<file path="src/rtl/rgb_3x3_window_filter_macros.svh">
// Assertion macros for the RGB 3x3 window filter.
// Each macro expects signals named clk and rst in the scope where it is used.
`ifndef RGB_3X3_WINDOW_FILTER_MACROS_SVH
`define RGB_3X3_WINDOW_FILTER_MACROS_SVH

// When the antecedent holds, the consequent must hold on the same edge.
`define RGB3_ASSERT_SAME(lbl, ante, cons, msg) \
  lbl: assert property (@(posedge clk) disable iff (rst) (ante) |-> (cons)) else $error(msg);

// When the antecedent holds, the consequent must hold on the next edge.
`define RGB3_ASSERT_NEXT(lbl, ante, cons, msg) \
  lbl: assert property (@(posedge clk) disable iff (rst) (ante) |=> (cons)) else $error(msg);

`endif

</file>
<file path="src/rtl/rgb3_pkg.sv">
// Shared types, constants and helpers of the RGB 3x3 window filter.
// No dependencies; the control, window, kernel, top level and bench files import this package.
package rgb3_pkg;

  // Largest supported frame side and the widths that follow from it.
  localparam int MAX_DIM = 1024;
  localparam int ADDR_W  = $clog2(MAX_DIM);
  localparam int COL_W   = ADDR_W;
  localparam int ROW_W   = $clog2(MAX_DIM + 2);

  // Fixed register and counter widths.
  localparam int DIM_W      = 11;
  localparam int CNT_W      = 21;
  localparam int STEP_W     = $clog2(CNT_W + 1);
  localparam int CFG_IDX_W  = 1;
  localparam int SIZE_RESET = 1024;

  // Output queue.
  localparam int OQ_DEPTH = 8;
  localparam int OQ_PTR_W = $clog2(OQ_DEPTH);
  localparam int OQ_CNT_W = $clog2(OQ_DEPTH + 1);

  // Register indexes.
  localparam logic [CFG_IDX_W-1:0] REG_IMAGE_SIZE  = 1'b0;
  localparam logic [CFG_IDX_W-1:0] REG_FILTER_MODE = 1'b1;

  // Filter modes; the fourth code passes the centre pixel through.
  localparam logic [1:0] MODE_BOX     = 2'd0;
  localparam logic [1:0] MODE_SHARPEN = 2'd1;
  localparam logic [1:0] MODE_TRIM    = 2'd2;

  // Item kinds.
  localparam logic OP_PIXEL = 1'b0;
  localparam logic OP_FLUSH = 1'b1;

  // Reciprocals for division by nine and seven: (x * RECIP) >> RECIP_SH.
  localparam int         RECIP_SH = 15;
  localparam logic [12:0] RECIP_9 = 13'd3641;
  localparam logic [12:0] RECIP_7 = 13'd4682;

  // Intensity seed of the minimum search, above any real intensity.
  localparam logic [9:0] INT_SEED = 10'd766;

  typedef struct packed {
    logic [7:0] r;
    logic [7:0] g;
    logic [7:0] b;
  } pixel_t;

  // Per item result bookkeeping.
  typedef struct packed {
    logic produce;
    logic border;
    logic frame_end;
  } tag_t;

  // Line store read request issued at the accepting edge.
  typedef struct packed {
    logic             accept;
    logic [COL_W-1:0] col;
  } rd_req_t;

  // Accepted item, registered in the cycle after acceptance.
  typedef struct packed {
    logic             valid;
    logic [COL_W-1:0] col;
    pixel_t           px;
    tag_t             tag;
  } front_t;

  typedef struct packed {
    logic   frame_end;
    pixel_t px;
  } result_t;

  typedef enum logic {
    ST_RUN,
    ST_DIV
  } ctl_state_t;

  // Channel k of a pixel: red, green, blue.
  function automatic logic [7:0] chan(input pixel_t p, input int k);
    logic [7:0] v;
    case (k)
      0:       v = p.r;
      1:       v = p.g;
      default: v = p.b;
    endcase
    return v;
  endfunction

endpackage

</file>
<file path="src/rtl/rgb3_kernel.sv">
// Four-stage filter datapath of the RGB 3x3 window filter: sums and
// intensities, min/max search, per-mode value, reciprocal division.
// Depends on rgb3_pkg.
module rgb3_kernel import rgb3_pkg::*; (
  input  logic         clk,
  input  logic         rst,
  input  logic [1:0]   filter_mode,
  input  pixel_t [8:0] win,
  input  tag_t         w_tag,
  output logic         res_valid,
  output result_t      res
);

  // Stage 1 registers.
  tag_t               s1_tag;
  pixel_t [8:0]       s1_px;
  logic [2:0][11:0]   s1_sum;
  logic [8:0][9:0]    s1_int;
  // Stage 2 registers.
  tag_t               s2_tag;
  pixel_t [8:0]       s2_px;
  logic [2:0][11:0]   s2_sum;
  logic [3:0]         s2_lo, s2_hi;
  // Stage 3 registers.
  tag_t               s3_tag;
  logic [2:0][11:0]   s3_val;
  logic               s3_div;
  logic [12:0]        s3_recip;

  logic [2:0][11:0]   sum_c;
  logic [8:0][9:0]    int_c;
  logic [3:0]         lo_c, hi_c;
  logic [2:0][11:0]   val_c;
  logic [2:0][7:0]    out_c;

  // Channel sums and intensities of the window.
  always_comb begin
    for (int k = 0; k < 3; k++) begin
      sum_c[k] = '0;
      for (int i = 0; i < 9; i++) begin
        sum_c[k] = sum_c[k] + 12'(chan(win[i], k));
      end
    end
    for (int i = 0; i < 9; i++) begin
      int_c[i] = 10'(win[i].r) + 10'(win[i].g) + 10'(win[i].b);
    end
  end

  // Lowest intensity (last on ties) and highest (first on ties).
  always_comb begin
    logic [9:0] lo_v;
    logic [9:0] hi_v;
    logic       hi_set;
    lo_v   = INT_SEED;
    hi_v   = '0;
    hi_set = 1'b0;
    lo_c   = '0;
    hi_c   = '0;
    for (int i = 0; i < 9; i++) begin
      if (s1_int[i] <= lo_v) begin
        lo_v = s1_int[i];
        lo_c = 4'(i);
      end
      if (!hi_set || s1_int[i] > hi_v) begin
        hi_v   = s1_int[i];
        hi_c   = 4'(i);
        hi_set = 1'b1;
      end
    end
  end

  // Value per channel before any division.
  always_comb begin
    logic [11:0] ctr;
    logic [11:0] pos;
    logic [11:0] diff;
    for (int k = 0; k < 3; k++) begin
      ctr  = 12'(chan(s2_px[4], k));
      pos  = 12'(ctr * 12'd10);
      diff = pos - s2_sum[k];
      if (s2_tag.border) begin
        val_c[k] = ctr;
      end else begin
        case (filter_mode)
          MODE_BOX:     val_c[k] = s2_sum[k];
          MODE_SHARPEN: begin
            if (pos <= s2_sum[k]) val_c[k] = '0;
            else if (diff > 12'd255) val_c[k] = 12'd255;
            else val_c[k] = diff;
          end
          MODE_TRIM:    val_c[k] = s2_sum[k] - 12'(chan(s2_px[s2_lo], k))
                                   - 12'(chan(s2_px[s2_hi], k));
          default:      val_c[k] = ctr;
        endcase
      end
    end
  end

  // Division by nine or seven through the reciprocal.
  always_comb begin
    logic [24:0] prod;
    for (int k = 0; k < 3; k++) begin
      prod = 25'(s3_val[k]) * 25'(s3_recip);
      if (s3_div) out_c[k] = prod[RECIP_SH+7:RECIP_SH];
      else out_c[k] = s3_val[k][7:0];
    end
  end

  // Pipeline valid flags.
  always_ff @(posedge clk) begin
    if (rst) begin
      s1_tag.produce <= 1'b0;
      s2_tag.produce <= 1'b0;
      s3_tag.produce <= 1'b0;
      res_valid      <= 1'b0;
    end else begin
      s1_tag.produce <= w_tag.produce;
      s2_tag.produce <= s1_tag.produce;
      s3_tag.produce <= s2_tag.produce;
      res_valid      <= s3_tag.produce;
    end
  end

  // Pipeline payload.
  always_ff @(posedge clk) begin
    s1_tag.border    <= w_tag.border;
    s1_tag.frame_end <= w_tag.frame_end;
    s1_px            <= win;
    s1_sum           <= sum_c;
    s1_int           <= int_c;

    s2_tag.border    <= s1_tag.border;
    s2_tag.frame_end <= s1_tag.frame_end;
    s2_px            <= s1_px;
    s2_sum           <= s1_sum;
    s2_lo            <= lo_c;
    s2_hi            <= hi_c;

    s3_tag.border    <= s2_tag.border;
    s3_tag.frame_end <= s2_tag.frame_end;
    s3_val           <= val_c;
    s3_div           <= !s2_tag.border &&
                        (filter_mode == MODE_BOX || filter_mode == MODE_TRIM);
    s3_recip         <= (filter_mode == MODE_BOX) ? RECIP_9 : RECIP_7;

    res.frame_end    <= s3_tag.frame_end;
    res.px.r         <= out_c[0];
    res.px.g         <= out_c[1];
    res.px.b         <= out_c[2];
  end

endmodule

</file>
<file path="config.mk">
export PLATFORM = sky130hd
export DESIGN_NAME = rgb3_kernel
export DESIGN_NICKNAME = d
export VERILOG_FILES = /design/src/rtl/rgb_3x3_window_filter_macros.svh /design/src/rtl/rgb3_pkg.sv /design/src/rtl/rgb3_kernel.sv
export SDC_FILE = /design/constraint.sdc
export NUM_CORES = 2
export LEC_CHECK = 0
export ABC_AREA = 1
export BUFFER_PORTS_ARGS = -buffer_cell sky130_fd_sc_hd__buf_4
export CELL_PAD_IN_SITES_DETAIL_PLACEMENT = 1
export CELL_PAD_IN_SITES_GLOBAL_PLACEMENT = 1
export CORE_ASPECT_RATIO = 0.7
export CORE_MARGIN = 5
export CORE_UTILIZATION = 40
export CTS_CLUSTER_DIAMETER = 50
export CTS_CLUSTER_SIZE = 40
export DETAILED_ROUTE_END_ITERATION = 10
export PLACE_DENSITY_LB_ADDON = 0.1
export SLEW_MARGIN = 20
export SYNTH_ARGS = -nofsm -noshare
export SYNTH_HDL_FRONTEND = slang
export SYNTH_SLANG_ARGS = --single-unit
</file>
<file path="constraint.sdc">
create_clock -name clk -period 15.1 [get_ports clk]
set_input_delay 3.02 -clock clk [delete_from_list [all_inputs] [get_ports clk]]
set_output_delay 3.02 -clock clk [all_outputs]
set_load 0.05 [all_outputs]
</file>
# Yosys cells after proc, flatten, opt, wreduce, memory -nomap -nowiden
# Index checks and enable logic that the tools add are counted.
[word_totals]
register_bits = 686
in_bits = 223
wordCells = 241
output_inout_bits = 26
[op_classes]
mux = 61
eq_ne = 2
n_lt_le_gt_ge = 25
mul = 6
n_reduce_logical = 4
add_sub_neg = 51
[op_table]
columns = ["cell", "count"]
rows = [
  ["$bmux W24 S4", 2],
  ["$mux W10", 15],
  ["$add A12 B8 Y12", 12],
  ["$mux W8", 18],
  ["$add A9 B8 Y10", 12],
  ["$add A8 B8 Y9", 12],
  ["$pmux W12 S3", 3],
  ["$gt A10 B10 Y1", 8],
  ["$le A10 B10 Y1", 8],
  ["$mux W12", 6],
  ["$sub A12 B8 Y12", 6],
  ["$mul A12 B13 Y23", 3],
  ["$mux W24", 2],
  ["$add A11 B8 Y12", 3],
  ["$gt A12 B8 Y1 const B", 3],
  ["$le A12 B12 Y1", 3],
  ["$mux W4", 9],
  ["$sub A12 B12 Y12", 3],
  ["$add A10 B8 Y11", 3],
  ["$mul A8 B3 Y11 const B", 3],
  ["$mux W13", 1],
  ["$le A10 B10 Y1 const B", 1],
  ["$lt A4 B5 Y1 const B", 2],
  ["$mux W2", 3],
  ["other kinds (7)", 8],
]

# Longest topological paths before layout
[logic_depth]
ltp_word = 17
depth_mapped = 107
mapped_depth_nobuf = 101

# Least setup slack after synthesis
# No wires, ideal clock.
[synth_timing]
path_kind = "register to register"
start = "reg s1_int[0] (netlist name)"
end = "reg s2_lo[0]"
period_less_slack_ns = 11.663
setup_time_ns = 0.070
required_time_ns = 15.030
path_buffers = 7
setup_slack_ns = 3.437
arrival_time_ns = 11.593
stages_incl_launch_ff = 98
cell_sequence = "dfxtp_1 -> nand2_1 -> nor2_1 -> nand2_1 -> nand2_2 -> nand2_2 -> inv_1 -> nor2_1 -> ha_1 -> nand4_1 -> nor2_1 -> nand2_1 -> nor2_1 -> nand3_1 -> nand2_1 -> inv_1 -> nand2_2 -> nand2_2 -> (+62 left out) -> nor2_1 -> nor2_1 -> o21a_1 -> o21ai_0 -> a21oi_1 -> o211ai_1 -> nand2_1 -> inv_1 -> clkbuf_1 -> or2_2 -> nand2_1 -> ha_1 -> nand4_1 -> nor4_1 -> o21ai_0 -> a31oi_1 -> inv_1 -> a21oi_1"
[synth_between]
elab_chain_cells = 17
elab_cells_between_ends = 24
classes_between = "9 x order compare; 15 x mux"
[synth_lines]
columns = ["element", "line_no", "source"]
rows = [
  ["from (decl)", "rgb3_kernel.sv:18", "logic [8:0][9:0] s1_int;"],
  ["from (signal assigned)", "rgb3_kernel.sv:130", "s1_int <= int_c;"],
  ["$le A10 B10 Y1", "rgb3_kernel.sv:60", "if (s1_int[i] <= lo_v) begin"],
  ["$mux W10 *", "rgb3_kernel.sv:60", ""],
  ["$le A10 B10 Y1", "rgb3_kernel.sv:60", ""],
  ["$mux W10", "rgb3_kernel.sv:60", ""],
  ["$le A10 B10 Y1", "rgb3_kernel.sv:60", ""],
  ["$mux W10", "rgb3_kernel.sv:60", ""],
  ["$le A10 B10 Y1", "rgb3_kernel.sv:60", ""],
  ["$mux W10", "rgb3_kernel.sv:60", ""],
  ["$le A10 B10 Y1", "rgb3_kernel.sv:60", ""],
  ["$mux W10", "rgb3_kernel.sv:60", ""],
  ["$le A10 B10 Y1", "rgb3_kernel.sv:60", ""],
  ["$mux W10", "rgb3_kernel.sv:60", ""],
  ["$le A10 B10 Y1", "rgb3_kernel.sv:60", ""],
  ["$mux W10", "rgb3_kernel.sv:60", ""],
  ["$le A10 B10 Y1", "rgb3_kernel.sv:60", ""],
  ["$mux W10", "rgb3_kernel.sv:60", ""],
  ["$le A10 B10 Y1", "rgb3_kernel.sv:60", ""],
  ["to (signal assigned)", "rgb3_kernel.sv:136", "s2_lo <= lo_c;"],
  ["to (decl)", "rgb3_kernel.sv:23", "logic [3:0] s2_lo, s2_hi;"],
]
# Every way passes the cells marked *; elsewhere a longest branch is shown, timed or not.
# A chain may end at the register's enable or synchronous reset.

# Worst setup path after layout
[layout_timing]
start = "reg s1_int[0] (netlist name)"
end = "reg s2_lo[2]"
[layout_between]
elab_chain_cells = 17
elab_cells_between_ends = 21
classes_between = "9 x order compare; 12 x mux"
[layout_lines]
columns = ["element", "line_no"]
rows = [
  ["$le A10 B10 Y1", "rgb3_kernel.sv:60"],
  ["$mux W10 *", "rgb3_kernel.sv:60"],
  ["$le A10 B10 Y1", "rgb3_kernel.sv:60"],
  ["$mux W10 *", "rgb3_kernel.sv:60"],
  ["$le A10 B10 Y1", "rgb3_kernel.sv:60"],
  ["$mux W10 *", "rgb3_kernel.sv:60"],
  ["$le A10 B10 Y1", "rgb3_kernel.sv:60"],
  ["$mux W10 *", "rgb3_kernel.sv:60"],
  ["$le A10 B10 Y1", "rgb3_kernel.sv:60"],
  ["$mux W10", "rgb3_kernel.sv:60"],
  ["$le A10 B10 Y1", "rgb3_kernel.sv:60"],
  ["$mux W10", "rgb3_kernel.sv:60"],
  ["$le A10 B10 Y1", "rgb3_kernel.sv:60"],
  ["$mux W10", "rgb3_kernel.sv:60"],
  ["$le A10 B10 Y1", "rgb3_kernel.sv:60"],
  ["$mux W10", "rgb3_kernel.sv:60"],
  ["$le A10 B10 Y1", "rgb3_kernel.sv:60"],
]
# Marks and branches as above.

==> results.md <==
- Once placement finished, the instance area stood at 0.04887 sq mm.
- The total overflow left after global routing is 0.
- In this run the core area contains 103 standard-cell rows.
- The Yosys warning count is 0.
- The last weighted congestion value of the routability-driven placer is 0.9258.
- The post-DP HPWL is around 140 mm.
- The initial antenna violation count is 17.
- The via count of the first global-routing pass came to 36.92k.
- The post-synthesis area per instance is 9.064 sq um.
- The post-synthesis instance total is 4997.
- The width of the die is 412.2 um.
- The number of max-slew violations in the final report was 0.
- The launching element type of the critical path is a flip-flop.
- Ranked by total cell area, the synthesized netlist is headed by dfxtp_1, fa_1, ha_1, inv_1, o21ai_0.
- Setup violations remaining at the end of the flow were counted as 0.
- The CTS sink count is between 600 and 700.
- The routed via count divided by cell count is 5.183.
- From synthesis to final layout, the design area changed by 14.09%.
- The insertion delay to the later sink of the worst-skew pair is 0.71 ns.
- By instance count, the cell type seen most on the critical path is nand2_1.
- The slowest cell on the critical path is o21ai_1.
- For the worst setup path, the data arrival time is roughly 15 ns.
- The clock tree from TritonCTS is built.
- Dividing the detail-routed wire length by the instance count gives 24.89 um.
- The type of the most critical hold path is reg -> reg.
- The fmax is approximately 0.07 GHz.
- The post-synthesis net count is 6243.
- The fraction of the cycle the final worst path needs is 92.65%.
- Entering global routing, the biggest net connects between 70 and 80 pins.
- At the end of the flow, the number of nets in the layout was 6479.
- The first-iteration detailed-routing DRC count is ~2.8k.
- Summed over its instances, the top area cell type makes up 29.84% of the synthesized netlist area.
- For this block, the via count after detailed routing is 35.36k.
- The flow ran to the end, and the final reports show no timing, DRC or antenna violations.
- Counting the buffers created by CTS gives 73.
- The critical path in this run is classified as reg -> reg.
- For this configuration, the core starts out at a cell density of 40.21%.
- Across every metal layer, demand over resource in global routing totals 28.30%.
- In this run the tightest slew margin relative to its limit is between 10% and 20%.
- Across all hold checks on the routed design, the worst slack comes to 0.2926 ns.
- In the synthesized netlist the dominant register cell turns out to be dfxtp_1.
- The number of flops mapped to enable cells by yosys is 0.
- The area of the mapped netlist is 0.04529 sq mm.
- The total core area is 0.1126 sq mm.
- The post-layout instance area is 0.05167 sq mm.
- The post-route netlist has a little under a tenth of its cells at a drive strength greater than 1.
- The tool flagged a number of max-cap violations equal to 0.
- After detailed routing, the number of remaining DRC violations is 0.
- 249 I/O pins were placed.
- Of all nets on the critical path, the largest fanout is 19.
- At the pin with the least slew margin, the transition time is 1.216 ns.
- The tree is rooted in a clkbuf_16.
- The count of different cell masters after synthesis is 54.
- The first global-routing pass estimated roughly 250 mm of wire.
- The die footprint is 0.1202 sq mm.
- The final antenna-violating net count is 0.
- Of all flip-flops after synthesis, the portion carrying an async set or reset was 0%.
- By count the netlist is led by inv_1, dfxtp_1, ha_1.
- The setup skew after layout is 0.05948 ns.
- The H-tree depth reported by CTS is 3.
- The maximum buffer depth of the clock tree is 3.
- The count of port buffers added during placement is 248.
- Summed over all instances, the cell type with the most area after synthesis is dfxtp_1.
- The number of synthesized register bits is 675.
- The detailed-route wire length is 169.8 mm.
- Counting cells, the worst reg-to-reg path comes to 83.
- Clock-pin slew was measured on the worst setup and hold paths at 0.10 ns.
- The data required time of the worst path is 15.66 ns.
- The die is 291.5 um tall.
- The library cell with the highest instance count after synthesis is inv_1.
- After layout, the minimum clock period comes to 13.99 ns.
- Along the worst hold path, the cell count comes to 0.
- In this design, the stage delay of the slowest critical-path cell is 0.45 ns.
- Summing the sequential cell areas from Yosys gives 29.84% of the chip area.
- The final number of hold-violating endpoints is 0.
- STA classifies the critical path endpoint as a flip-flop.
- Before antenna repair, the detailed router went through 5 iterations.
-- placed cells by master (no fill, tap or decap), types with 6 or more instances in the layout --
cell type | Yosys | routed
nor3_1 | 14 | 14
o22ai_1 | 12 | 12
xor2_1 | 95 | 95
clkbuf_16 | 0 | 76
xnor2_1 | 53 | 53
nand3_1 | 154 | 154
a21boi_0 | 12 | 12
nand4_1 | 27 | 27
dfxtp_1 | 675 | 671
buf_4 | 3 | 281
nand2_1 | 532 | 528
nand2_2 | 24 | 26
inv_6 | 0 | 6
inv_16 | 0 | 8
a21o_1 | 14 | 14
fa_1 | 459 | 459
o21a_1 | 7 | 7
ha_1 | 564 | 564
clkinv_8 | 0 | 7
a221oi_1 | 10 | 10
inv_1 | 982 | 979
o22a_1 | 11 | 11
a21oi_1 | 337 | 336
clkinvlp_4 | 0 | 12
a211oi_1 | 11 | 11
diode_2 | 0 | 6
inv_8 | 0 | 7
nor2_1 | 211 | 210
o21ai_1 | 2 | 15
o21ai_0 | 469 | 450
or2_2 | 13 | 13
inv_2 | 6 | 6
o211ai_1 | 78 | 78
o21bai_1 | 32 | 32
inv_12 | 0 | 6
o21ai_2 | 0 | 6
and2_1 | 14 | 14
a31oi_1 | 8 | 8
-- cell type report --
class | instances | area [sq um]
Multi-Input combinational cell | 3208 | 27680
Tap cell | 1522 | 1904
Timing Repair Buffer | 281 | 2110
Timing Repair inverter | 2 | 15.01
Antenna cell | 6 | 15.01
Sequential cell | 675 | 13530
Clock inverter | 52 | 699.4
Inverter | 992 | 3742
Clock buffer | 84 | 1982
Fill cell | 12970 | 60960
-- stage by stage --
stage	instances	setup TNS (ns)	setup WS (ns)	util, %
4_1_cts	6814	0	0.4225	45.77
3_3_place_gp	6678	0	0.6376	43.39
6_report	6822	0	1.110	45.88
3_5_place_dp	6678	0	0.5659	43.39
2_1_floorplan	4997	0	3.437	-
5_1_grt	6816	-0.2750	-0.09075	45.86
-- worst max-delay path, delay by kind of cell, from the launching register on --
family | cells | cell delay, ns
and+or+nand+nor | 47 | 5.77
adders and majority gates | 8 | 2.44
DFF | 1 | 0.40
buffers and inverters | 11 | 1.91
AOI/OAI and AO/OA | 17 | 3.34
-- metal layers --
layer | vias up | global-route usage [%] | wire, um | part of all wire (%)
li1 | 16520 | - | - | -
met1 | 17720 | 44.96 | 88000 | 52
met2 | 937 | 39.30 | 66730 | 39
met3 | 165 | 6.111 | 11800 | 7.0
met4 | 6 | 5.219 | 3202 | 1.9
met5 | - | 0 | 35 | 0.021
-- cells by family (layout without fill, tap and decap cells) --
logic type	after synthesis	after routing	share of synthesized area, %
buf+inv	1114	1411	9.299
compound gates	1029	1029	12.65
fa+ha+maj	1023	1023	35.87
simple gates	1008	1008	9.484
flops	675	675	29.84
xor+xnor	148	148	2.862
other cells	0	6	0
-- final timing paths --
kind,startpoint,end,slack (ns)
worst max-delay path,s1_int[0],s2_lo[2],1.11
worst min-delay path,s1_px[159],s2_px[159],0.29
worst max register to register,s1_int[0],s2_lo[2],1.11
worst min register to register,s1_px[159],s2_px[159],0.29
-- what timing repair did --
item                       in CTS  in global routing
resized for setup               0                 39
hold buffers                    0                  0
buffers inserted                0                  0
setup endpoints to repair       0                  8
-- state kept, by name, indices dropped and copies added (netlist names), 4 cells and up --
name and cells:
s3_val 36, s2_px 216, s1_int 90, s1_sum 36, s2_lo 4, s2_hi 4, res 25, s1_px 216
s2_sum 36
Power is not shown: default switching activity piles up to over one toggle a cycle in this logic, so the estimate is an artifact.
