$ cat config.mk
export PLATFORM = sky130hd
export DESIGN_NAME = rgb3_ctrl
export DESIGN_NICKNAME = d
export VERILOG_FILES = /design/src/rtl/rgb_3x3_window_filter_macros.svh /design/src/rtl/rgb3_pkg.sv /design/src/rtl/rgb3_ctrl.sv
export SDC_FILE = /design/constraint.sdc
export NUM_CORES = 1
export LEC_CHECK = 0
export BUFFER_PORTS_ARGS = -buffer_cell sky130_fd_sc_hd__buf_2
export CAP_MARGIN = 20
export CORE_ASPECT_RATIO = 0.7
export CORE_MARGIN = 5
export CORE_UTILIZATION = 60
export CTS_CLUSTER_DIAMETER = 120
export DETAILED_ROUTE_END_ITERATION = 8
export PLACE_DENSITY = 0.82
export SYNTH_ARGS = -nofsm -noshare
export SYNTH_HDL_FRONTEND = slang
export SYNTH_SLANG_ARGS = --single-unit
export TNS_END_PERCENT = 50
$ cat constraint.sdc
create_clock -name clk -period 7.3 [get_ports clk]
set_clock_uncertainty 0.2 [all_clocks]
set_input_delay 1.095 -clock clk [delete_from_list [all_inputs] [get_ports clk]]
set_output_delay 1.095 -clock clk [all_outputs]
set_load 0.03 [all_outputs]
$ cat src/rtl/rgb_3x3_window_filter_macros.svh
// Assertion macros for the RGB 3x3 window filter.
// Each macro expects signals named clk and rst in the scope where it is used.
`ifndef RGB_3X3_WINDOW_FILTER_MACROS_SVH
`define RGB_3X3_WINDOW_FILTER_MACROS_SVH

// When the antecedent holds, the consequent must hold on the same edge.
`define RGB3_ASSERT_SAME(lbl, ante, cons, msg) \
  lbl: assert property (@(posedge clk) disable iff (rst) (ante) |-> (cons)) else $error(msg);

// When the antecedent holds, the consequent must hold on the next edge.
`define RGB3_ASSERT_NEXT(lbl, ante, cons, msg) \
  lbl: assert property (@(posedge clk) disable iff (rst) (ante) |=> (cons)) else $error(msg);

`endif

$ cat src/rtl/rgb3_pkg.sv
// Shared types, constants and helpers of the RGB 3x3 window filter.
// No dependencies; the control, window, kernel, top level and bench files import this package.
package rgb3_pkg;

  // Largest supported frame side and the widths that follow from it.
  localparam int MAX_DIM = 1024;
  localparam int ADDR_W  = $clog2(MAX_DIM);
  localparam int COL_W   = ADDR_W;
  localparam int ROW_W   = $clog2(MAX_DIM + 2);

  // Fixed register and counter widths.
  localparam int DIM_W      = 11;
  localparam int CNT_W      = 21;
  localparam int STEP_W     = $clog2(CNT_W + 1);
  localparam int CFG_IDX_W  = 1;
  localparam int SIZE_RESET = 1024;

  // Output queue.
  localparam int OQ_DEPTH = 8;
  localparam int OQ_PTR_W = $clog2(OQ_DEPTH);
  localparam int OQ_CNT_W = $clog2(OQ_DEPTH + 1);

  // Register indexes.
  localparam logic [CFG_IDX_W-1:0] REG_IMAGE_SIZE  = 1'b0;
  localparam logic [CFG_IDX_W-1:0] REG_FILTER_MODE = 1'b1;

  // Filter modes; the fourth code passes the centre pixel through.
  localparam logic [1:0] MODE_BOX     = 2'd0;
  localparam logic [1:0] MODE_SHARPEN = 2'd1;
  localparam logic [1:0] MODE_TRIM    = 2'd2;

  // Item kinds.
  localparam logic OP_PIXEL = 1'b0;
  localparam logic OP_FLUSH = 1'b1;

  // Reciprocals for division by nine and seven: (x * RECIP) >> RECIP_SH.
  localparam int         RECIP_SH = 15;
  localparam logic [12:0] RECIP_9 = 13'd3641;
  localparam logic [12:0] RECIP_7 = 13'd4682;

  // Intensity seed of the minimum search, above any real intensity.
  localparam logic [9:0] INT_SEED = 10'd766;

  typedef struct packed {
    logic [7:0] r;
    logic [7:0] g;
    logic [7:0] b;
  } pixel_t;

  // Per item result bookkeeping.
  typedef struct packed {
    logic produce;
    logic border;
    logic frame_end;
  } tag_t;

  // Line store read request issued at the accepting edge.
  typedef struct packed {
    logic             accept;
    logic [COL_W-1:0] col;
  } rd_req_t;

  // Accepted item, registered in the cycle after acceptance.
  typedef struct packed {
    logic             valid;
    logic [COL_W-1:0] col;
    pixel_t           px;
    tag_t             tag;
  } front_t;

  typedef struct packed {
    logic   frame_end;
    pixel_t px;
  } result_t;

  typedef enum logic {
    ST_RUN,
    ST_DIV
  } ctl_state_t;

  // Channel k of a pixel: red, green, blue.
  function automatic logic [7:0] chan(input pixel_t p, input int k);
    logic [7:0] v;
    case (k)
      0:       v = p.r;
      1:       v = p.g;
      default: v = p.b;
    endcase
    return v;
  endfunction

endpackage

$ cat src/rtl/rgb3_ctrl.sv
// Control of the RGB 3x3 window filter: registers, frame position, handshake
// and the serial divider that re-derives row and column after a size change.
// Depends on rgb3_pkg.
module rgb3_ctrl import rgb3_pkg::*; (
  input  logic                 clk,
  input  logic                 rst,
  input  logic                 cfg_we,
  input  logic [CFG_IDX_W-1:0] cfg_index,
  input  logic [DIM_W-1:0]     cfg_data,
  input  logic                 s_axis_tvalid,
  input  logic [23:0]          s_axis_tdata,
  input  logic                 s_axis_tuser,
  input  logic                 room,
  output logic                 s_axis_tready,
  output rd_req_t              rd_req,
  output front_t               front,
  output logic                 claim,
  output logic [1:0]           filter_mode
);

  ctl_state_t state, state_next;

  logic [DIM_W-1:0]  image_size;
  logic [DIM_W-1:0]  n;
  logic [CNT_W-1:0]  cnt;
  logic [ROW_W-1:0]  row;
  logic [COL_W-1:0]  col;
  logic [CNT_W-1:0]  dvd, dvd_next;
  logic [DIM_W-1:0]  rem, rem_next;
  logic [STEP_W-1:0] step;
  logic              accept, div_start, div_last, div_over;
  logic              last_item, col_end;
  tag_t              tag;
  pixel_t            px;

  // Effective frame side.
  always_comb begin
    if (image_size == '0) begin
      n = DIM_W'(1);
    end else if (32'(image_size) > MAX_DIM) begin
      n = DIM_W'(MAX_DIM);
    end else begin
      n = image_size;
    end
  end

  // Next state.
  always_comb begin
    state_next = state;
    case (state)
      ST_RUN: begin
        if (div_start) state_next = ST_DIV;
      end
      ST_DIV: begin
        if (div_last && !div_start) state_next = ST_RUN;
      end
      default: state_next = ST_RUN;
    endcase
  end

  // Outputs of the state machine.
  always_comb begin
    case (state)
      ST_RUN:  s_axis_tready = room;
      ST_DIV:  s_axis_tready = 1'b0;
      default: s_axis_tready = 1'b0;
    endcase
  end

  assign accept    = s_axis_tvalid && s_axis_tready;
  assign div_start = cfg_we && (cfg_index == REG_IMAGE_SIZE);
  assign div_last  = (step == STEP_W'(CNT_W - 1));

  // One restoring division step: item count over the frame side.
  always_comb begin
    logic [DIM_W:0] rem_sh;
    rem_sh   = {rem, dvd[CNT_W-1]};
    if (rem_sh >= {1'b0, n}) begin
      rem_next = DIM_W'(rem_sh - {1'b0, n});
      dvd_next = {dvd[CNT_W-2:0], 1'b1};
    end else begin
      rem_next = rem_sh[DIM_W-1:0];
      dvd_next = {dvd[CNT_W-2:0], 1'b0};
    end
    div_over = (dvd_next > CNT_W'(n) + CNT_W'(1)) ||
               ((dvd_next == CNT_W'(n) + CNT_W'(1)) && (rem_next != '0));
  end

  // Position of this item and of the pixel it releases.
  always_comb begin
    int r_i;
    int c_i;
    last_item = (32'(row) == 32'(n) + 1) && (col == '0);
    col_end   = (32'(col) == 32'(n) - 1);
    if (col == '0) begin
      c_i = 32'(n) - 1;
      r_i = 32'(row) - 2;
    end else begin
      c_i = 32'(col) - 1;
      r_i = 32'(row) - 1;
    end
    tag.produce   = (32'(row) >= 2) || ((32'(row) == 1) && (col != '0));
    tag.border    = (r_i == 0) || (c_i == 0) || (r_i == 32'(n) - 1) ||
                    (c_i == 32'(n) - 1);
    tag.frame_end = last_item;
    if (s_axis_tuser == OP_FLUSH) begin
      px = '0;
    end else begin
      px.r = s_axis_tdata[7:0];
      px.g = s_axis_tdata[15:8];
      px.b = s_axis_tdata[23:16];
    end
  end

  assign rd_req.accept = accept;
  assign rd_req.col    = col;
  assign claim         = accept && tag.produce;

  // Registers, frame counters and the divider.
  always_ff @(posedge clk) begin
    if (rst) begin
      state       <= ST_RUN;
      image_size  <= DIM_W'(SIZE_RESET);
      filter_mode <= MODE_BOX;
      cnt         <= '0;
      row         <= '0;
      col         <= '0;
      front.valid <= 1'b0;
    end else begin
      state       <= state_next;
      front.valid <= accept;
      if (cfg_we) begin
        case (cfg_index)
          REG_IMAGE_SIZE:  image_size  <= cfg_data;
          REG_FILTER_MODE: filter_mode <= cfg_data[1:0];
          default: ;
        endcase
      end
      if (accept) begin
        if (last_item) begin
          cnt <= '0;
          row <= '0;
          col <= '0;
        end else if (col_end) begin
          cnt <= cnt + CNT_W'(1);
          row <= row + ROW_W'(1);
          col <= '0;
        end else begin
          cnt <= cnt + CNT_W'(1);
          col <= col + COL_W'(1);
        end
      end
      if (state == ST_DIV && !div_start && div_last) begin
        if (div_over) begin
          cnt <= '0;
          row <= '0;
          col <= '0;
        end else begin
          row <= dvd_next[ROW_W-1:0];
          col <= rem_next[COL_W-1:0];
        end
      end
    end
  end

  // Divider working registers and the accepted item.
  always_ff @(posedge clk) begin
    if (div_start) begin
      dvd  <= cnt;
      rem  <= '0;
      step <= '0;
    end else if (state == ST_DIV) begin
      dvd  <= dvd_next;
      rem  <= rem_next;
      step <= step + STEP_W'(1);
    end
    front.col <= col;
    front.px  <= px;
    front.tag <= tag;
  end

endmodule

### Word-level counts from Yosys, hierarchy flattened

Index checks and enable logic that the tools add are counted.

* bits in registers: 131

* bitwise logic cells: 2
* eq/ne operators: 7
* $add $sub $neg: 11
* multiplexer cells: 26
* reduce and logical (&&, ||, !) cells: 27
* $lt $le $gt $ge: 4

Operator list (number)
* two-way mux 21 bit: 6
* two-way mux 11 bit: 8
* equality test 32 bit: 2
* zero test 32 bit: 2
* two-way mux 32 bit: 2
* two-way mux 10 bit: 5
* equality test 10 x 32 -> 1 bit: 1
* adder 11 x 1 -> 12 bit (second input constant): 2
* subtractor 11 x 1 -> 12 bit (second input constant): 2
* adder 21 x 1 -> 21 bit (second input constant): 1
* equality test 21 x 12 -> 1 bit: 1
* > comparator 21 x 12 -> 1 bit: 1
* equality test 11 x 12 -> 1 bit: 1
* greater-or-equal comparator 12 x 11 -> 1 bit: 1
* subtractor 11 x 2 -> 12 bit (second input constant): 1
* adder 11 x 1 -> 11 bit (second input constant): 1
* equality test 11 x 1 -> 1 bit (second input constant): 1
* greater-or-equal comparator 11 x 2 -> 1 bit (second input constant): 1
* > comparator 11 bit (second input constant): 1
* zero test 11 bit: 1
* nonzero test 11 bit: 1
* subtractor 10 x 1 -> 11 bit (second input constant): 1
* subtractor 11 bit: 1
* adder 10 x 1 -> 10 bit (second input constant): 1
* other kinds (13): 32

### Depth between registers and ports, before layout

* depth after elaboration: 10
* mapped depth: 23

### Worst setup path after synthesis

OpenSTA, ideal clock, no wires.

* path kind: register -> register
* from: reg image_size[7]
* to: reg cnt[16]
* cell stages (with the launch flop): 24
* data arrival time: 4183 ps
* library setup time: 65 ps
* buffers on the path: 3
* data required time: 7035 ps
* slack: 2853 ps
* cell sequence: dfxtp_1 -> clkbuf_1 -> nor4_2 -> a31oi_1 -> nor2_1 -> ha_1 -> fa_1 -> nand2b_1 -> a211oi_1 -> o311ai_1 -> nand2_2 -> inv_1 -> ha_1 -> nor2b_1 -> o21a_1 -> o21a_1 -> o21ai_0 -> a211oi_1 -> o21ai_0 -> a31oi_1 -> a211o_1 -> buf_2 -> buf_2 -> nor2_1

* longest elaborated chain between the ends: 10
* elaborated cells on any way between the ends: 21
* those cells by class: add/sub: 3; order compare: 3; eq/ne: 2; mux: 8; reduce/logical: 5

Ends and longest elaborated chain
* from (decl): RTL line rgb3_ctrl.sv:23 `logic [DIM_W-1:0] image_size;`
* from (signal assigned): RTL line rgb3_ctrl.sv:123 `image_size <= DIM_W'(SIZE_RESET);`
* from (signal assigned): RTL line rgb3_ctrl.sv:134 `REG_IMAGE_SIZE: image_size <= cfg_data;`
* > comparator 11 bit: RTL line rgb3_ctrl.sv:40 `end else if (32'(image_size) > MAX_DIM) begin`
* two-way mux 11 bit: RTL line rgb3_ctrl.sv:40
* two-way mux 11 bit (*): RTL line rgb3_ctrl.sv:38 `if (image_size == '0) begin`
* parallel branches: the longest is 6 deep, another holds > comparator 21 x 12 -> 1 bit
* two-way mux 21 bit (*): RTL line rgb3_ctrl.sv:153 `if (state == ST_DIV && !div_start && div_last) begin`
* to (signal assigned): RTL line rgb3_ctrl.sv:145 `cnt <= cnt + CNT_W'(1);`
* to (signal assigned): RTL line rgb3_ctrl.sv:149 `cnt <= cnt + CNT_W'(1);`
* to (decl): RTL line rgb3_ctrl.sv:25 `logic [CNT_W-1:0] cnt;`

Mark *: on every way between the ends.
A chain may end at the register's enable or synchronous reset.

### Worst setup path after layout

* from: reg image_size[10]
* to: reg col[0]

* longest elaborated chain between the ends: 10
* elaborated cells on any way between the ends: 24
* those cells by class: add/sub: 4; order compare: 3; eq/ne: 3; mux: 9; reduce/logical: 5

Ends and longest elaborated chain
* > comparator 11 bit: RTL line rgb3_ctrl.sv:40
* two-way mux 11 bit: RTL line rgb3_ctrl.sv:40
* two-way mux 11 bit (*): RTL line rgb3_ctrl.sv:38
* parallel branches: the longest is 6 deep, another holds > comparator 21 x 12 -> 1 bit
* two-way mux 10 bit (*): RTL line rgb3_ctrl.sv:153
* to (signal assigned): RTL line rgb3_ctrl.sv:150 `col <= col + COL_W'(1);`
* to (signal assigned): RTL line rgb3_ctrl.sv:160 `col <= rem_next[COL_W-1:0];`
* to (decl): RTL line rgb3_ctrl.sv:27 `logic [COL_W-1:0] col;`

Mark *: on every way between the ends. The select of a mux whose other input is x is not followed.

==> flow_metrics.env <==
export IMPL_area_delta_synth_final_pct=12.6
export IMPL_wl_per_cell_um=18.8
export IMPL_place_hpwl_um=17300
export IMPL_pwr_share_comb_pct=27.6
export IMPL_antenna_found_initial=0
export IMPL_drt_iter0_markers=1062
export IMPL_crit_path_start_kind="flip-flop"
export IMPL_powerDensity_nw_per_um2=261
export IMPL_ys_seq_elements=131
export IMPL_clkTransAtPathRegs_ps=70
export IMPL_gr_usage_met2_pct=42.0
export IMPL_max_cap_viol_count=0
export IMPL_cts_buffers_inserted=17
export IMPL_fin_nets=1159
export IMPL_synth_enable_flop_cells=21
export IMPL_synth_nets=1109
export IMPL_yosys_area_share_adder_pct=5.87
export IMPL_cellInternalPower_mw=1.56
export IMPL_cts_htree_levels=4
export IMPL_crit_slowest_cell="dfxtp_1"
export IMPL_drtPass1Iterations=6
export IMPL_port_buffers=94
export IMPL_use_met3_pct=7.42
export IMPL_arrival_ps=6280
export IMPL_finalCriticalPeriod_ps=6130
export IMPL_cp_depth=17
export IMPL_drc=0
export IMPL_hp_class="reg -> reg"
export IMPL_max_clock_freq_mhz=163
export IMPL_grt_max_degree=49
export IMPL_cts_max_path_buffers=2
export IMPL_hold_violations=0
export IMPL_seqPwrFrac_pct=35.0
export IMPL_cts_setup_buffers=0
export IMPL_utilization_pct=69.6
export IMPL_slew_headroom_pct=29.2
export IMPL_track_usage_pct=29.4
export IMPL_critPathMaxStageDelay_ps=900
export IMPL_rsz0062_at_grt="no"
export IMPL_async_flop_share_pct=0
export IMPL_critPathCaptureType="flip-flop"
export IMPL_synth_top_area_share_pct=26.8
export IMPL_first_global_vias=7124
export IMPL_yosysSeqAreaShare_pct=34.4
export IMPL_ios=95
export IMPL_synthMuxAreaShare_pct=1.90
export IMPL_dp_slack_ps=1520
export IMPL_syn_cell_area_um2=8230
export IMPL_yosys_area_share_simple_pct=28.1
export IMPL_insertion_delay_ps=440
export IMPL_design_die_area_um2=16200
export IMPL_worst_pin_slew_ps=1060
export IMPL_n_fill_cell=1105
export IMPL_path_cells="inv_1, nand2_1, inv_1, fa_1, nand2b_1, a211oi_1, o311ai_1, nand2_2, inv_1, ha_1, nand4_1, nor3_1, nand3_1, nor4_1, a41o_1, a221oi_1, a211oi_1"
export IMPL_root_buffer="clkbuf_16"
export IMPL_status="completed"
export IMPL_vias_per_cell=6.22
export IMPL_synth_compound_area_share_pct=16.0
export IMPL_synth_top_family_by_area="simple AND/OR/NAND/NOR gates"
export IMPL_min_delay_path_depth=2
export IMPL_ctsHoldBuffers=0
export IMPL_drt_wl_total_um=24000
export IMPL_dp_cells=1245
export IMPL_grt_first_pass_wirelength_um=37700
export IMPL_crit_fanout=29
export IMPL_post_cts_resized=0
export IMPL_busiest_layer="met1"
export IMPL_place_congestion=1.05
export IMPL_synthDistinctLibCells=80
export IMPL_rows=35
export IMPL_grt_overflow=0
export IMPL_p_sw_share_pct=35.5
export IMPL_synth_area_leaders="dfxtp_1 27%, edfxtp_1 7.7%, nand2_1 6.7%, ha_1 5.6%, nor2_1 4.9%"
export IMPL_design_area_um2=9270
export IMPL_diodes=0
export IMPL_critical_path_class="reg -> reg"
export IMPL_route_vias_total=7939
export IMPL_ant_nets=0
export IMPL_synth_xor_area_share_pct=8.53
export IMPL_finalSetupViolCount=0
export IMPL_p_switching_mw=0.861
export IMPL_start_util_pct=61.8
export IMPL_final_setup_tns_ps=0
export IMPL_clock_sinks=131
export IMPL_p_clk_share_pct=37.4
export IMPL_fin_ws_ps=1170
export IMPL_post_route_period_util_pct=84.0
export IMPL_die_h_um=108
export IMPL_irDropWorstVdd_mv=0.167
export IMPL_critical_path_top_delay_family="compound AO/OA/AOI/OAI gates"
export IMPL_synth_cells=1029
export IMPL_placed_cell_area_um2=8660
export IMPL_die_w_um=150
export IMPL_use_met1_pct=42.9
export IMPL_path_common_cell="inv_1"
export IMPL_yosys_area_top_type="dfxtp_1"
export IMPL_crit_buf_inv=3
export IMPL_r2r_cells=17
export IMPL_ys_flop_type="dfxtp_1"
export IMPL_syn_area_per_cell_um2=8.00
export IMPL_maxSlewViolCount=0
export IMPL_required_ps=7450
export IMPL_drive_gt1_share_pct=14.1
export IMPL_final_cells=1277
export IMPL_cellLeakagePower_nw=3.78
export IMPL_cts_tree="done"
export IMPL_core_region_area_um2=13300
export IMPL_yosysWarnings=0
-- worst paths after layout --
check / slack, ps / to / start
setup / recovery: 1170 / col[0] / image_size[10]
hold / removal: 260 / filter_mode[1] / filter_mode[1]
setup reg to reg: 1170 / col[0] / image_size[10]
hold reg to reg: 260 / filter_mode[1] / filter_mode[1]
-- area by class of cell --
cell class | count | area, um2 | share of cell area (%)
timing repair buffer | 96 | 485 | 5.24
clock inverter | 15 | 184 | 1.98
clock buffer | 17 | 425 | 4.59
sequential | 131 | 2830 | 30.6
tap | 185 | 231 | 2.50
inverter | 35 | 131 | 1.42
multi-input combinational | 798 | 4980 | 53.7
-- Yosys cell counts (3+ instances only) --
cell type	count
nand3_1	35
a21o_1	10
and3_1	14
nor3b_1	3
a211o_1	5
buf_6	3
or3_1	10
o21a_1	5
a21oi_1	65
o21ai_0	28
nand2_1	146
nand4_1	19
xor2_1	32
o22ai_1	3
a211oi_1	13
clkbuf_1	36
nor3_1	32
or2_2	7
edfxtp_1	21
dfxtp_1	110
o31ai_1	6
buf_4	3
nand2b_1	13
a22oi_1	3
xnor2_1	43
or4_1	5
inv_1	34
a311oi_1	3
a41oi_1	6
nor4_1	18
ha_1	37
o211ai_1	7
buf_1	11
mux2i_1	10
nor2b_1	37
mux2_2	5
buf_2	11
nor2_1	107
or4b_2	3
a31oi_1	10
o32ai_1	7
-- flip-flops by register name (all words and copies together), names as in the netlist --
name / count
front: 38
cnt: 21
dvd: 21
image_size: 11
rem: 11
row: 11
col: 10
step: 5
filter_mode: 2
state: 1
-- worst min-delay path, stage by stage (launching register included) --
cell and delay [ps]:
dfxtp_1 310, nand2_1 50, a21oi_1 50
-- layer usage --
| layer | share of wire, % | wire [um] | vias to the layer above |
|---|---|---|---|
| met4 | 3.0 | 716 | 0 |
| li1 | - | - | 3729 |
| met3 | 12 | 2840 | 90 |
| met2 | 42 | 10000 | 485 |
| met5 | 0 | 0 | - |
| met1 | 44 | 10400 | 3635 |
-- power groups by stage --
| stage | Combinational (mW) | Clock, mW | Sequential, mW |
|---|---|---|---|
| after global placement | 0.625 | 0 | 0.859 |
| after detailed placement | 0.636 | 0 | 0.858 |
| after floorplan | 0.476 | 0 | 0.854 |
| after CTS | 0.647 | 0.904 | 0.844 |
| final | 0.669 | 0.906 | 0.847 |
| after global routing | 0.727 | 0.939 | 0.852 |
-- through the flow --
stage / hold WS [ps] / power [mW]
floorplan: 261 / 1.33
global placement: 243 / 1.48
detailed placement: 250 / 1.49
CTS: 261 / 2.40
global route: 279 / 2.52
finish: 263 / 2.42
-- placed cells by master (no fill, tap or decap), types with 4 or more instances in the layout --
cell,synthesis,layout
o21a_1,5,5
buf_2,11,94
mux2_2,5,5
o211ai_1,7,7
inv_6,0,4
dfxtp_1,110,110
xnor2_1,43,43
a211oi_1,13,13
nand2b_1,13,13
ha_1,37,37
a21oi_1,65,65
nor2_1,107,107
o31ai_1,6,6
a31oi_1,10,10
a211o_1,5,5
clkbuf_16,0,17
nor4_1,18,18
inv_8,0,6
a41oi_1,6,6
or3_1,10,10
nand2_1,146,146
nor2b_1,37,36
o32ai_1,7,7
a21o_1,10,10
nand3_1,35,35
inv_1,34,34
or4_1,5,5
or2_2,7,7
mux2i_1,10,10
edfxtp_1,21,21
nand4_1,19,19
o21ai_0,28,28
xor2_1,32,32
nor3_1,32,32
and3_1,14,14
-- cell families (layout without fill, tap and decap cells) --
logic type	count (synthesis)	after routing
other	1	1
multiplexers	15	15
flip-flops	131	131
adder cells (fa/ha/maj)	38	38
AND/OR/NAND/NOR	470	470
AO/OA/AOI/OAI	197	197
buffers and inverters	100	163
XOR/XNOR	77	77
Note: power is estimated with default switching activity, not from simulation.
